[config.mk]
export PLATFORM = sky130hd
export DESIGN_NAME = record_checksum_validator_unit_flat
export DESIGN_NICKNAME = d
export VERILOG_FILES = /design/src/rtl/rcv_pkg.sv /design/src/rtl/rcv_ifs.sv /design/src/rtl/rcv_ram.sv /design/src/rtl/record_checksum_validator_unit.sv /design/src/flat_wrapper.sv
export SDC_FILE = /design/constraint.sdc
export NUM_CORES = 1
export LEC_CHECK = 0
export BUFFER_PORTS_ARGS = -buffer_cell sky130_fd_sc_hd__buf_2
export CAP_MARGIN = 30
export CORE_AREA = 2 2 366 368
export DETAILED_ROUTE_END_ITERATION = 6
export DIE_AREA = 0 0 368 370
export GPL_TIMING_DRIVEN = 0
export PLACE_DENSITY = 0.47
export REMOVE_ABC_BUFFERS = 1
export SYNTH_ARGS = -nofsm -noshare
export SYNTH_HDL_FRONTEND = slang
export SYNTH_SLANG_ARGS = --single-unit
export TNS_END_PERCENT = 30
[constraint.sdc]
create_clock -name clk -period 7.9 [get_ports clk]
set_clock_uncertainty 0.05 [all_clocks]
set_input_delay 1.185 -clock clk [delete_from_list [all_inputs] [get_ports clk]]
set_output_delay 1.185 -clock clk [all_outputs]
set_load 0.1 [all_outputs]
[src/rtl/rcv_pkg.sv]
// ----------------------------------------------------------------------------
// rcv_pkg
// Shared types and constants for the record checksum validator.
// ----------------------------------------------------------------------------
package rcv_pkg;

  localparam int unsigned MAX_NAME_BYTES   = 32;
  localparam int unsigned MAX_ACTUATOR_IDS = 16;
  localparam int unsigned MAX_BUTTON_IDS   = 16;

  localparam int unsigned HDR_BYTES = 8;
  localparam int unsigned SUM_BYTES = 4;
  localparam int unsigned MIN_LEN   = HDR_BYTES + SUM_BYTES;

  localparam logic [7:0]  REC_VERSION = 8'd2;
  localparam logic [31:0] FNV_BASIS   = 32'd2166136261;
  localparam logic [31:0] FNV_PRIME   = 32'd16777619;
  localparam logic [7:0]  COUNT_MAX   = 8'hFF;

  // seen-ID maps: one row holds eight ID bits; top address bit picks the list
  localparam int unsigned MAP_ROW_BITS = 8;
  localparam int unsigned MAP_ROWS     = 64;

  typedef enum logic [2:0] {
    KIND_HDR  = 3'd0,
    KIND_NAME = 3'd1,
    KIND_ACT  = 3'd2,
    KIND_BTN  = 3'd3,
    KIND_TAIL = 3'd4
  } kind_t;

  typedef enum logic [3:0] {
    ST_OK       = 4'd0,
    ST_LEN      = 4'd1,
    ST_MAGIC    = 4'd2,
    ST_VERSION  = 4'd3,
    ST_NAME_LEN = 4'd4,
    ST_COUNT    = 4'd5,
    ST_MISMATCH = 4'd6,
    ST_CHECKSUM = 4'd7,
    ST_ZERO_ID  = 4'd8,
    ST_DUP_ID   = 4'd9
  } status_t;

  function automatic logic [7:0] magic_byte(input logic [1:0] idx);
    logic [7:0] b;
    unique case (idx)
      2'd0:    b = 8'h4C; // L
      2'd1:    b = 8'h53; // S
      2'd2:    b = 8'h48; // H
      default: b = 8'h44; // D
    endcase
    return b;
  endfunction

endpackage

[src/rtl/rcv_ifs.sv]
// ----------------------------------------------------------------------------
// rcv_ifs
// Valid/ready channel interfaces for the record byte stream and results.
// ----------------------------------------------------------------------------
interface rcv_in_if;
  logic       valid;
  logic       ready;
  logic [7:0] data_byte;
  logic       last_byte;

  modport source (output valid, output data_byte, output last_byte, input ready);
  modport sink   (input valid, input data_byte, input last_byte, output ready);
endinterface

interface rcv_out_if;
  logic       valid;
  logic       ready;
  logic [7:0] byte_value;
  logic [2:0] byte_kind;
  logic       record_done;
  logic [3:0] status;

  modport source (output valid, output byte_value, output byte_kind, output record_done,
                  output status, input ready);
  modport sink   (input valid, input byte_value, input byte_kind, input record_done,
                  input status, output ready);
endinterface

[src/rtl/rcv_ram.sv]
// ----------------------------------------------------------------------------
// rcv_ram
// Generic single-write, single-read RAM with registered read data.
// ----------------------------------------------------------------------------
module rcv_ram #(
  parameter int unsigned WIDTH = 8,
  parameter int unsigned DEPTH = 64
) (
  input  logic                     clk,
  input  logic                     we,
  input  logic [$clog2(DEPTH)-1:0] waddr,
  input  logic [WIDTH-1:0]         wdata,
  input  logic                     re,
  input  logic [$clog2(DEPTH)-1:0] raddr,
  output logic [WIDTH-1:0]         rdata
);

  logic [WIDTH-1:0] mem [DEPTH];

  always_ff @(posedge clk) begin
    if (we) begin
      mem[waddr] <= wdata;
    end
    if (re) begin
      rdata <= mem[raddr];
    end
  end

endmodule

[src/rtl/record_checksum_validator_unit.sv]
// Bytes pass the stage 1 and output registers; one byte per cycle while out_stream.ready holds.
// Stage 0 updates the header state and the FNV-1a hash and reads the seen-ID map row;
// stage 1 tests and writes back the ID bit (with forwarding) and settles the status.
// Reset (synchronous, active low) clears all record state; the ID maps are emptied at
// once through per-row valid bits, here and at the end of every record, with no sweep.
// ----------------------------------------------------------------------------
// record_checksum_validator_unit
// Framed record validator: tags each byte by section, checks header, length,
// FNV-1a-32 checksum and ID lists, and reports a status on the last byte.
// ----------------------------------------------------------------------------
module record_checksum_validator_unit #(
  parameter int unsigned MAX_NAME_BYTES   = rcv_pkg::MAX_NAME_BYTES,
  parameter int unsigned MAX_ACTUATOR_IDS = rcv_pkg::MAX_ACTUATOR_IDS,
  parameter int unsigned MAX_BUTTON_IDS   = rcv_pkg::MAX_BUTTON_IDS
) (
  input  logic             clk,
  input  logic             rst_n,
  rcv_in_if.sink           in_stream,
  rcv_out_if.source        out_stream
);

  localparam int unsigned MAP_AW  = $clog2(rcv_pkg::MAP_ROWS);
  localparam int unsigned BIT_AW  = $clog2(rcv_pkg::MAP_ROW_BITS);
  localparam int unsigned MAX_LEN = rcv_pkg::HDR_BYTES + MAX_NAME_BYTES + MAX_ACTUATOR_IDS +
                                    MAX_BUTTON_IDS + rcv_pkg::SUM_BYTES;

  typedef struct packed {
    logic [7:0]          byte_value;
    rcv_pkg::kind_t      kind;
    logic                last;
    rcv_pkg::status_t    pre_status;
    logic [31:0]         hash;
    logic [31:0]         stored;
    logic                is_id;
    logic [MAP_AW-1:0]   row;
    logic [BIT_AW-1:0]   bit_sel;
    logic                id_zero;
  } p1_t;

  // ---------------- stage 0 state ----------------
  logic [7:0]  byte_count_r, byte_count_nxt;
  logic        magic_bad_r, magic_bad_nxt;
  logic [7:0]  version_r, version_nxt;
  logic [7:0]  name_len_r, name_len_nxt;
  logic [7:0]  act_cnt_r, act_cnt_nxt;
  logic [7:0]  btn_cnt_r, btn_cnt_nxt;
  logic [31:0] hash_r, hash_nxt;
  logic [7:0]  tail_r [4];
  logic [7:0]  tail_nxt [4];
  logic        overlong_r, overlong_nxt;

  logic        accept;
  logic        in_ready;
  logic        adv;
  logic [9:0]  pos10;
  logic [9:0]  a0, b0, c0;
  logic [9:0]  expect_len;
  logic [31:0] hash_mul;
  logic [31:0] hash_upd;
  rcv_pkg::kind_t   kind0;
  rcv_pkg::status_t pre_status0;
  logic [31:0] stored0;

  // ---------------- stage 1 state ----------------
  p1_t         p1_r;
  logic        p1_valid_r;
  logic [1:0]  id_err_r, id_err_nxt;
  logic [rcv_pkg::MAP_ROWS-1:0] row_valid_r;
  logic        lw_valid_r;
  logic [MAP_AW-1:0] lw_addr_r;
  logic [rcv_pkg::MAP_ROW_BITS-1:0] lw_data_r;

  logic [rcv_pkg::MAP_ROW_BITS-1:0] ram_rdata;
  logic [rcv_pkg::MAP_ROW_BITS-1:0] cur_row;
  logic [rcv_pkg::MAP_ROW_BITS-1:0] new_row;
  logic        p1_fire;
  logic        map_we;
  rcv_pkg::status_t status1;

  // output register
  logic        out_valid_r;
  logic [7:0]  out_byte_r;
  rcv_pkg::kind_t   out_kind_r;
  logic        out_done_r;
  rcv_pkg::status_t out_status_r;

  assign adv      = !out_valid_r || out_stream.ready;
  // no transfer is taken while reset is asserted
  assign in_ready = rst_n && (!p1_valid_r || adv);
  assign accept   = in_stream.valid && in_ready;
  assign p1_fire  = p1_valid_r && adv;

  assign in_stream.ready = in_ready;

  // section boundaries from the header as received
  assign pos10 = {2'b00, byte_count_r};
  assign a0    = 10'(rcv_pkg::HDR_BYTES) + {2'b00, name_len_r};
  assign b0    = a0 + {2'b00, act_cnt_r};
  assign c0    = b0 + {2'b00, btn_cnt_r};

  assign hash_mul = (hash_r ^ {24'd0, tail_r[0]}) * rcv_pkg::FNV_PRIME;
  // the byte leaving the delay line enters the hash
  assign hash_upd = (byte_count_r >= 8'd4) ? hash_mul : hash_r;

  always_comb begin
    byte_count_nxt = byte_count_r;
    magic_bad_nxt  = magic_bad_r;
    version_nxt    = version_r;
    name_len_nxt   = name_len_r;
    act_cnt_nxt    = act_cnt_r;
    btn_cnt_nxt    = btn_cnt_r;
    hash_nxt       = hash_r;
    overlong_nxt   = overlong_r;
    tail_nxt       = tail_r;
    kind0          = rcv_pkg::KIND_TAIL;
    pre_status0    = rcv_pkg::ST_OK;
    stored0        = '0;
    expect_len     = '0;

    if (accept) begin
      if (byte_count_r == rcv_pkg::COUNT_MAX) begin
        overlong_nxt = 1'b1;
      end else begin
        if (byte_count_r < 8'd4) begin
          if (in_stream.data_byte != rcv_pkg::magic_byte(byte_count_r[1:0])) begin
            magic_bad_nxt = 1'b1;
          end
          kind0 = rcv_pkg::KIND_HDR;
        end else if (byte_count_r < 8'(rcv_pkg::HDR_BYTES)) begin
          unique case (byte_count_r[1:0])
            2'd0:    version_nxt  = in_stream.data_byte;
            2'd1:    name_len_nxt = in_stream.data_byte;
            2'd2:    act_cnt_nxt  = in_stream.data_byte;
            default: btn_cnt_nxt  = in_stream.data_byte;
          endcase
          kind0 = rcv_pkg::KIND_HDR;
        end else if (pos10 < a0) begin
          kind0 = rcv_pkg::KIND_NAME;
        end else if (pos10 < b0) begin
          kind0 = rcv_pkg::KIND_ACT;
        end else if (pos10 < c0) begin
          kind0 = rcv_pkg::KIND_BTN;
        end
        byte_count_nxt = byte_count_r + 8'd1;
      end

      hash_nxt    = hash_upd;
      tail_nxt[0] = tail_r[1];
      tail_nxt[1] = tail_r[2];
      tail_nxt[2] = tail_r[3];
      tail_nxt[3] = in_stream.data_byte;

      stored0    = {tail_nxt[3], tail_nxt[2], tail_nxt[1], tail_nxt[0]};
      expect_len = 10'(rcv_pkg::HDR_BYTES + rcv_pkg::SUM_BYTES) + {2'b00, name_len_nxt} +
                   {2'b00, act_cnt_nxt} + {2'b00, btn_cnt_nxt};

      priority if (overlong_nxt || {2'b00, byte_count_nxt} < 10'(rcv_pkg::MIN_LEN) ||
                   {2'b00, byte_count_nxt} > 10'(MAX_LEN)) begin
        pre_status0 = rcv_pkg::ST_LEN;
      end else if (magic_bad_nxt) begin
        pre_status0 = rcv_pkg::ST_MAGIC;
      end else if (version_nxt != rcv_pkg::REC_VERSION) begin
        pre_status0 = rcv_pkg::ST_VERSION;
      end else if (name_len_nxt == 8'd0 ||
                   name_len_nxt > 8'(MAX_NAME_BYTES)) begin
        pre_status0 = rcv_pkg::ST_NAME_LEN;
      end else if (act_cnt_nxt > 8'(MAX_ACTUATOR_IDS) ||
                   btn_cnt_nxt > 8'(MAX_BUTTON_IDS)) begin
        pre_status0 = rcv_pkg::ST_COUNT;
      end else if ({2'b00, byte_count_nxt} != expect_len) begin
        pre_status0 = rcv_pkg::ST_MISMATCH;
      end else begin
        pre_status0 = rcv_pkg::ST_OK;
      end

      if (in_stream.last_byte) begin
        byte_count_nxt = '0;
        magic_bad_nxt  = 1'b0;
        version_nxt    = '0;
        name_len_nxt   = '0;
        act_cnt_nxt    = '0;
        btn_cnt_nxt    = '0;
        hash_nxt       = rcv_pkg::FNV_BASIS;
        overlong_nxt   = 1'b0;
        tail_nxt[0]    = '0;
        tail_nxt[1]    = '0;
        tail_nxt[2]    = '0;
        tail_nxt[3]    = '0;
      end
    end
  end

  always_ff @(posedge clk) begin
    if (!rst_n) begin
      byte_count_r <= '0;
      magic_bad_r  <= 1'b0;
      version_r    <= '0;
      name_len_r   <= '0;
      act_cnt_r    <= '0;
      btn_cnt_r    <= '0;
      hash_r       <= rcv_pkg::FNV_BASIS;
      overlong_r   <= 1'b0;
      tail_r[0]    <= '0;
      tail_r[1]    <= '0;
      tail_r[2]    <= '0;
      tail_r[3]    <= '0;
    end else begin
      byte_count_r <= byte_count_nxt;
      magic_bad_r  <= magic_bad_nxt;
      version_r    <= version_nxt;
      name_len_r   <= name_len_nxt;
      act_cnt_r    <= act_cnt_nxt;
      btn_cnt_r    <= btn_cnt_nxt;
      hash_r       <= hash_nxt;
      overlong_r   <= overlong_nxt;
      tail_r       <= tail_nxt;
    end
  end

  // stage 0 -> stage 1 payload; the hash goes over before the end-of-record clear
  always_ff @(posedge clk) begin
    if (accept) begin
      p1_r.byte_value <= in_stream.data_byte;
      p1_r.kind       <= kind0;
      p1_r.last       <= in_stream.last_byte;
      p1_r.pre_status <= pre_status0;
      p1_r.hash       <= hash_upd;
      p1_r.stored     <= stored0;
      p1_r.is_id      <= (kind0 == rcv_pkg::KIND_ACT) || (kind0 == rcv_pkg::KIND_BTN);
      p1_r.row        <= {kind0 == rcv_pkg::KIND_BTN, in_stream.data_byte[7:BIT_AW]};
      p1_r.bit_sel    <= in_stream.data_byte[BIT_AW-1:0];
      p1_r.id_zero    <= in_stream.data_byte == 8'd0;
    end
  end

  rcv_ram #(
    .WIDTH (rcv_pkg::MAP_ROW_BITS),
    .DEPTH (rcv_pkg::MAP_ROWS)
  ) u_seen_map (
    .clk   (clk),
    .we    (map_we),
    .waddr (p1_r.row),
    .wdata (new_row),
    .re    (accept),
    .raddr ({kind0 == rcv_pkg::KIND_BTN, in_stream.data_byte[7:BIT_AW]}),
    .rdata (ram_rdata)
  );

  // stage 1: seen-ID test and write back; last write forwarded, invalid rows read as empty
  always_comb begin
    priority if (lw_valid_r && lw_addr_r == p1_r.row) begin
      cur_row = lw_data_r;
    end else if (row_valid_r[p1_r.row]) begin
      cur_row = ram_rdata;
    end else begin
      cur_row = '0;
    end
    new_row              = cur_row;
    new_row[p1_r.bit_sel] = 1'b1;
    id_err_nxt           = id_err_r;
    map_we               = 1'b0;
    if (p1_fire && p1_r.is_id) begin
      priority if (p1_r.id_zero) begin
        id_err_nxt[0] = 1'b1;
      end else if (cur_row[p1_r.bit_sel]) begin
        id_err_nxt[1] = 1'b1;
      end else begin
        map_we = 1'b1;
      end
    end

    priority if (!p1_r.last) begin
      status1 = rcv_pkg::ST_OK;
    end else if (p1_r.pre_status != rcv_pkg::ST_OK) begin
      status1 = p1_r.pre_status;
    end else if (p1_r.stored != p1_r.hash) begin
      status1 = rcv_pkg::ST_CHECKSUM;
    end else if (id_err_nxt[0]) begin
      status1 = rcv_pkg::ST_ZERO_ID;
    end else if (id_err_nxt[1]) begin
      status1 = rcv_pkg::ST_DUP_ID;
    end else begin
      status1 = rcv_pkg::ST_OK;
    end
  end

  always_ff @(posedge clk) begin
    if (!rst_n) begin
      p1_valid_r  <= 1'b0;
      id_err_r    <= '0;
      row_valid_r <= '0;
      lw_valid_r  <= 1'b0;
      out_valid_r <= 1'b0;
    end else begin
      if (accept) begin
        p1_valid_r <= 1'b1;
      end else if (adv) begin
        p1_valid_r <= 1'b0;
      end

      if (p1_fire && p1_r.last) begin
        id_err_r    <= '0;
        row_valid_r <= '0;
        lw_valid_r  <= 1'b0;
      end else begin
        id_err_r <= id_err_nxt;
        if (map_we) begin
          row_valid_r[p1_r.row] <= 1'b1;
          lw_valid_r            <= 1'b1;
        end
      end

      if (adv) begin
        out_valid_r <= p1_valid_r;
      end
    end
  end

  always_ff @(posedge clk) begin
    if (map_we) begin
      lw_addr_r <= p1_r.row;
      lw_data_r <= new_row;
    end
    if (p1_fire) begin
      out_byte_r   <= p1_r.byte_value;
      out_kind_r   <= p1_r.kind;
      out_done_r   <= p1_r.last;
      out_status_r <= status1;
    end
  end

  assign out_stream.valid       = out_valid_r;
  assign out_stream.byte_value  = out_byte_r;
  assign out_stream.byte_kind   = out_kind_r;
  assign out_stream.record_done = out_done_r;
  assign out_stream.status      = out_status_r;

endmodule

[src/flat_wrapper.sv]
// flat-port wrapper written by rule: the top's interface ports become plain ports
module record_checksum_validator_unit_flat 
#(
  parameter int unsigned MAX_NAME_BYTES   = rcv_pkg::MAX_NAME_BYTES,
  parameter int unsigned MAX_ACTUATOR_IDS = rcv_pkg::MAX_ACTUATOR_IDS,
  parameter int unsigned MAX_BUTTON_IDS   = rcv_pkg::MAX_BUTTON_IDS
)
  (clk, rst_n, in_stream_valid, in_stream_data_byte, in_stream_last_byte, in_stream_ready, out_stream_valid, out_stream_byte_value, out_stream_byte_kind, out_stream_record_done, out_stream_status, out_stream_ready);
  rcv_in_if in_stream_i ();
  rcv_out_if out_stream_i ();
  input  logic clk;
  input  logic rst_n;
  input wire logic [$bits(in_stream_i.valid)-1:0] in_stream_valid;
  input wire logic [$bits(in_stream_i.data_byte)-1:0] in_stream_data_byte;
  input wire logic [$bits(in_stream_i.last_byte)-1:0] in_stream_last_byte;
  output wire logic [$bits(in_stream_i.ready)-1:0] in_stream_ready;
  output wire logic [$bits(out_stream_i.valid)-1:0] out_stream_valid;
  output wire logic [$bits(out_stream_i.byte_value)-1:0] out_stream_byte_value;
  output wire logic [$bits(out_stream_i.byte_kind)-1:0] out_stream_byte_kind;
  output wire logic [$bits(out_stream_i.record_done)-1:0] out_stream_record_done;
  output wire logic [$bits(out_stream_i.status)-1:0] out_stream_status;
  input wire logic [$bits(out_stream_i.ready)-1:0] out_stream_ready;
  assign in_stream_i.valid = in_stream_valid;
  assign in_stream_i.data_byte = in_stream_data_byte;
  assign in_stream_i.last_byte = in_stream_last_byte;
  assign in_stream_ready = in_stream_i.ready;
  assign out_stream_valid = out_stream_i.valid;
  assign out_stream_byte_value = out_stream_i.byte_value;
  assign out_stream_byte_kind = out_stream_i.byte_kind;
  assign out_stream_record_done = out_stream_i.record_done;
  assign out_stream_status = out_stream_i.status;
  assign out_stream_i.ready = out_stream_ready;
  record_checksum_validator_unit #(.MAX_NAME_BYTES(MAX_NAME_BYTES), .MAX_ACTUATOR_IDS(MAX_ACTUATOR_IDS), .MAX_BUTTON_IDS(MAX_BUTTON_IDS)) u_core (.clk(clk), .rst_n(rst_n), .in_stream(in_stream_i), .out_stream(out_stream_i));
endmodule
==> results of run 1 <==
==> through the flow <==
step	area (um^2)	setup slack, ps
2_1_floorplan	38800	1280
3_3_place_gp	41200	-1900
3_5_place_dp	41900	764
4_1_cts	44700	718
5_1_grt	44700	454
6_report	44700	705
==> worst min-delay path by stage <==
stage	startpoint	endpoint
CTS	u_core.p1_r[81]	u_core.out_stream.byte_kind[1]
global route	u_core.p1_r[81]	u_core.out_stream.byte_kind[1]
detailed placement	u_core.p1_r[81]	u_core.out_stream.byte_kind[1]
global placement	u_core.p1_r[82]	u_core.out_stream.byte_kind[2]
floorplan	u_core.p1_r[80]	u_core.out_stream.byte_kind[0]
finish	u_core.p1_r[81]	u_core.out_stream.byte_kind[1]
==> cell families after synthesis <==
group | Yosys count | share of synthesized area (%)
and+or+nand+nor | 438 | 5.80
muxes | 243 | 11.5
buffers and inverters | 392 | 3.94
DFF | 799 | 56.5
xor gates and xnor gates | 113 | 2.55
AOI/OAI and AO/OA | 422 | 7.85
adders and majority gates | 322 | 11.9
==> power breakdown <==
group | internal (mW) | switching [mW]
Clock | 2.29 | 1.68
Sequential | 4.55 | 0.0233
Combinational | 0.152 | 0.276
Total | 6.99 | 1.98
==> cell type report <==
class	instances	area [um^2]	share of cell area, %
flip-flops and latches	799	22200	49.7
multi-input cells	1538	15600	34.9
clock buffers	116	2390	5.34
well taps	1768	2210	4.95
inverters	267	1000	2.25
repair buffers	77	900	2.01
clock inverters	36	375	0.839
==> per-layer routing <==
| layer | GRT usage (%) | up-vias |
|---|---|---|
| li1 | - | 10346 |
| met1 | 19.8 | 11757 |
| met2 | 24.1 | 457 |
| met3 | 2.45 | 123 |
| met4 | 3.86 | 0 |
| met5 | 0 | - |
==> placed cells by master, fill, tap and decap left out, drive strengths merged, types with 83 or more instances in the layout <==
| master | count |
|---|---|
| a22o | 98 |
| clkbuf | 117 |
| dfxtp | 175 |
| edfxtp | 624 |
| fa | 85 |
| ha | 237 |
| inv | 273 |
| mux4 | 164 |
| nand2 | 97 |
| nor2 | 140 |
| xnor2 | 83 |
==> state kept, by name (all words and copies together), names as in the netlist, 4 cells and up <==
name and count:
u_core.act_cnt_r 8, u_core.btn_cnt_r 8, u_core.byte_count_r 8, u_core.hash_r 32
u_core.lw_addr_r 6, u_core.lw_data_r 8, u_core.name_len_r 8, u_core.out_stream.byte_value 8
u_core.out_stream.status 4, u_core.p1_r 74, u_core.row_valid_r 64, u_core.tail_r 32
u_core.u_seen_map.mem 512, u_core.u_seen_map.rdata 8, u_core.version_r 8
==> impl_metrics.toml, run 1 <==
[clocking]
clk_latency_ps = 670
htree_levels = 3
cts_inserted_buffers = 84
cts_resized = 0
clock_sinks = 799
cts_setup_buffers = 0
cts_max_path_buffers = 3
clk_pin_slew_ps = 60
ctsHoldBuffers = 0
cts_tree = "yes"
ctsRootBufferMaster = "clkbuf_16"

[logic_synthesis]
synthTopCellsByCount = "624 x edfxtp_1, 267 x inv_1, 237 x ha_1, 175 x dfxtp_1, 164 x mux4_2"
synth.avg_cell_area_um2 = 14.4
async_flop_share_pct = 0
yosys-top-cells-area = "edfxtp_1 48%, mux4_2 9.4%, dfxtp_1 8.9%"
ys.flop_type = "edfxtp_1"
ys_ff_latch = 799
synth_top_cell_area_share_pct = 47.6
synth_most_common_cell = "edfxtp_1"
syn-instance-count = 2729
yosysSeqAreaShare_pct = 56.5
yosys.area.top_type = "edfxtp_1"
synth_edf_count = 624
yosysUniqueCellTypes = 88
synth_area_um2 = 39300
ys_warn_count = 0

[grt]
grtUsageTotal_pct = 14.6
gr-total-overflow = 0
antenna_found_initial = 2
grt_max_degree = 97
grt_pass1_wl_mm = 150
grt_pass1_vias = 23729

[status]
outcome = "finished clean"

[worst_setup_path]
path_class = "reg -> reg"
critical_path_buf_inv_count = 4
rr_startpoint = "u_core.hash_r[2]"
crit_family = "adder cells"
crit_path_end = "u_core.p1_r[66]"
cp.required_ps = 8260
rrSetupSlack_ps = 700
r2r-end = "u_core.p1_r[66]"
path_common_cell = "ha_1"
worstSetupStartpointType = "register"
max_stage_delay_ps = 790
path_depth = 21
critPathArrivalTime_ps = 7550
cp_slowest_cell = "xor2_1"
crit_start = "u_core.hash_r[2]"
reg2regPathDepth = 21
end_kind = "register"
crit_chain = "xor2_1 > ha_1 > ha_1 > fa_1 > ha_1 > inv_1 > fa_1 > inv_1 > ha_1 > inv_1 > fa_1 > inv_1 > ha_1 > and3_1 > o211ai_1 > o21bai_1 > a21boi_0 > o21ai_0 > a2111oi_0 > o21ai_0 > a31o_2"
crit_fanout = 6

[finish]
diodes = 0
fillers = 12894
fin_cells = 4601
drive_above_1_share_pct = 15.3
areaGrowthSynthToFinish_pct = 13.7
fin_nets = 3102
final_util_pct = 33.8

[power_and_ir_drop]
irDropWorstVdd_mv = 0.165
p_leak_nw = 16.3
powerDensity_nw_per_um2 = 201
finalPower_mw = 8.98

[floorplan]
initial_core_util_pct = 29.7
num_io_pins = 31
die_h_um = 370
die_w_um = 368
rows = 134
fp.dieArea_um2 = 136000
core_area_um2 = 132000

[routing]
top_layer = "met4"
ant_nets = 0
drt-total-wl_mm = 99.1
post_drt_wl_per_cell_um = 21.5
route.met2.wl_mm = 47.5
drt_iter0_drc = 1893
vias_per_cell = 4.93
drcViolationCount = 0
firstDrtPassIters = 5
wl_met3_mm = 4.02
wl_met1_mm = 45.3
via_count = 22683

[sta]
setup_viol = 0
fin_crit_sh_pct = 91.1
hold-worst-slack_ps = 370
rsz0062_at_grt = "false"
finalWorstPathRequiredPeriod_ps = 7200
worst_pin_slew_ps = 1130
slew_viol_final = 0
max_slew_margin_pct = 24.8
max_freq_mhz = 139
tns_ps = 0
hold_viol = 0

[hold_path]
min_path_cells = 0
hp-class = "reg -> reg"

[placed_design]
dp.cells = 4444
place_congestion = 0.810
io_buffers = 30
hpwlAfterDp_mm = 67.4

[flow_run]
maxCapViolations = 0
No activity file was read; power rests on OpenSTA's default activity.
==> inputs of run 2 (changes only) <==
--- a/config.mk
+++ b/config.mk
@@ -11,7 +11,7 @@
 export DETAILED_ROUTE_END_ITERATION = 6
 export DIE_AREA = 0 0 368 370
 export GPL_TIMING_DRIVEN = 0
-export PLACE_DENSITY = 0.47
+export PLACE_DENSITY = 0.48
 export REMOVE_ABC_BUFFERS = 1
 export SYNTH_ARGS = -nofsm -noshare
 export SYNTH_HDL_FRONTEND = slang
==> constraint.sdc (replaced) <==
create_clock -name clk -period 6.05 [get_ports clk]
set_clock_uncertainty 0.05 [all_clocks]
set_input_delay 0.9075 -clock clk [delete_from_list [all_inputs] [get_ports clk]]
set_output_delay 0.9075 -clock clk [all_outputs]
set_load 0.1 [all_outputs]
==> run 2 against run 1 <==
Effect of this change:
- register-to-register slack worse by 500 ps
- die area stayed put
- worst setup slack worse by 500 ps
- final area is 1.1% higher
- utilization is 0.38 points higher
- sequential share of layout area is 0.52 points lower
- non-clock buffer count is 20 higher
- fmax is 23% higher
- global-route usage is 0.10 points lower
- count of clock-buffer cells in the layout is 6 lower
- clock power is 32% higher
- critical path type unchanged
- largest cell class unchanged
- highest routed layer unchanged
==> impl_metrics.toml, run 2 (synthesized netlist as in run 1, its figures left out) <==
[finish]
fin_nets = 3123
final_common_cell = "edfxtp_1"
final_cell_mix = "624 x edfxtp_1, 264 x inv_1, 231 x ha_1, 165 x dfxtp_1, 164 x mux4_2"
fin_cells = 4627
drive_above_1_share_pct = 17.5
largestRegisters = "u_core.u_seen_map.mem: 512 flops, u_core.p1_r: 74 flops, u_core.row_valid_r: 64 flops"
diodes = 0
final_util_pct = 34.1
largest_reg_flops = 512
largest-register = "u_core.u_seen_map.mem"
areaGrowthSynthToFinish_pct = 15.0

[routing]
ant_nets = 0
drt-total-wl_mm = 98.5
drt_iter0_drc = 1660
drcViolationCount = 0
via_count = 22717
vias_per_cell = 4.91
post_drt_wl_per_cell_um = 21.3
firstDrtPassIters = 5

[power_and_ir_drop]
powerDensity_nw_per_um2 = 261
p_comb_share_pct = 4.7
swShare_pct = 22.4
finalPower_mw = 11.8
internal_power_mw = 9.16
p_leak_nw = 16.5
power.share.clock_pct = 44.7
p_switching_mw = 2.64
seqPwrFrac_pct = 50.6
irDropWorstVdd_mv = 0.184

[floorplan]
num_io_pins = 31
die_h_um = 370
rows = 134
fp.dieArea_um2 = 136000
core_area_um2 = 132000
die_w_um = 368
initial_core_util_pct = 29.7

[grt]
grt_pass1_wl_mm = 149
gr-total-overflow = 0
antenna_found_initial = 0
grtUsageTotal_pct = 14.5
grt_max_degree = 77
grt_pass1_vias = 23484

[placed_design]
hpwlAfterDp_mm = 67.1
place_congestion = 0.806
dp.cells = 4444
dp_slack_ps = -949
io_buffers = 30

[clocking]
ctsHoldBuffers = 0
cts_tree = "yes"
clk_latency_ps = 690
htree_levels = 3
clk_pin_slew_ps = 60
ctsRootBufferMaster = "clkbuf_16"
clock_sinks = 799
cts_inserted_buffers = 85
cts_max_path_buffers = 3

[sta]
fin_crit_sh_pct = 96.7
slew_viol_final = 0
rsz0062_at_grt = "true"
finalWorstPathRequiredPeriod_ps = 5850
tns_ps = 0
max_slew_margin_pct = 29.4
setup_viol = 0
worst_pin_slew_ps = 1050
max_freq_mhz = 171
hold_viol = 0
fin_ws_ps = 203

[worst_setup_path]
cp.required_ps = 6430
end_kind = "register"
path_class = "reg -> reg"
crit_chain = "xor2_4 > buf_6 > ha_1 > ha_1 > fa_1 > ha_1 > inv_1 > fa_1 > inv_1 > ha_1 > inv_1 > fa_1 > inv_1 > ha_2 > a21o_1 > a311oi_2 > buf_4 > a21boi_2 > o21ai_2 > a2111oi_4 > or3_1 > a31o_2"
max_stage_delay_ps = 540
crit_fanout = 6
cp_slowest_cell = "fa_1"
critPathArrivalTime_ps = 6230
rrSetupSlack_ps = 200
worstSetupStartpointType = "register"

[hold_path]
hp-class = "reg -> reg"

[status]
outcome = "finished clean"

[flow_run]
maxCapViolations = 0
-- run 2: cell types whose count changed in the layout (fill, tap and decap cells not counted), sizes merged --
cell / before / now
bufinv: 5 / 7
buf: 76 / 97
clkinv: 23 / 34
clkbuf: 117 / 110
clkinvlp: 2 / 3
inv: 273 / 271
-- run 2: path summary, 6_finish.rpt --
| check | start | end | cells after the start |
|---|---|---|---|
| max | u_core.hash_r[4] | u_core.p1_r[66] | 22 |
| min | u_core.p1_r[81] | u_core.out_stream.byte_kind[1] | 0 |
| max reg2reg | u_core.hash_r[4] | u_core.p1_r[66] | 22 |
| min reg2reg | u_core.p1_r[81] | u_core.out_stream.byte_kind[1] | 0 |
-- run 2: layout make-up --
| cell class | count | area, um^2 |
|---|---|---|
| fillers | 12787 | 87200 |
| flip-flops and latches | 799 | 22300 |
| multi-input cells | 1538 | 15900 |
| clock buffers | 110 | 2300 |
| well taps | 1768 | 2210 |
| repair buffers | 97 | 1050 |
| inverters | 267 | 1000 |
| clock inverters | 48 | 533 |
-- run 2: repair_timing --
item | 4_1_cts | 5_1_grt
gates resized for setup | 27 | 31
buffers inserted | 8 | 15
setup endpoints to repair | 31 | 18
pin swaps | 7 | 9
-- run 2: power by group through the flow --
stage | logic [mW] | registers, mW | clock network [mW]
after floorplan | 0.263 | 6.12 | 0
after global placement | 0.537 | 6.10 | 0
after detailed placement | 0.565 | 6.09 | 0
after CTS | 0.567 | 5.97 | 5.41
after global routing | 0.597 | 5.97 | 5.61
final | 0.559 | 5.97 | 5.27
-- run 2: through the flow --
stage,hold slack (ps),area (um^2)
after global routing,387,45200
final,368,45200
after detailed placement,368,41900
after global placement,362,41200
after floorplan,350,38800
after CTS,374,45000
-- run 2: critical path, delay by kind of cell (launching register included) --
family / cells / cell delay, ps
XOR/XNOR: 1 / 190
buffers and inverters: 6 / 500
adder cells (fa/ha/maj): 8 / 2910
AND/OR/NAND/NOR: 1 / 360
flip-flops: 1 / 370
AO/OA/AOI/OAI: 6 / 1200
-- run 2: layer usage --
layer	vias up	GRT usage, %	share of wire, %
met4	0	2.97	1.7
li1	10388	-	-
met5	-	0	0
met1	11746	19.9	46
met2	468	23.9	48
met3	115	2.52	4.4
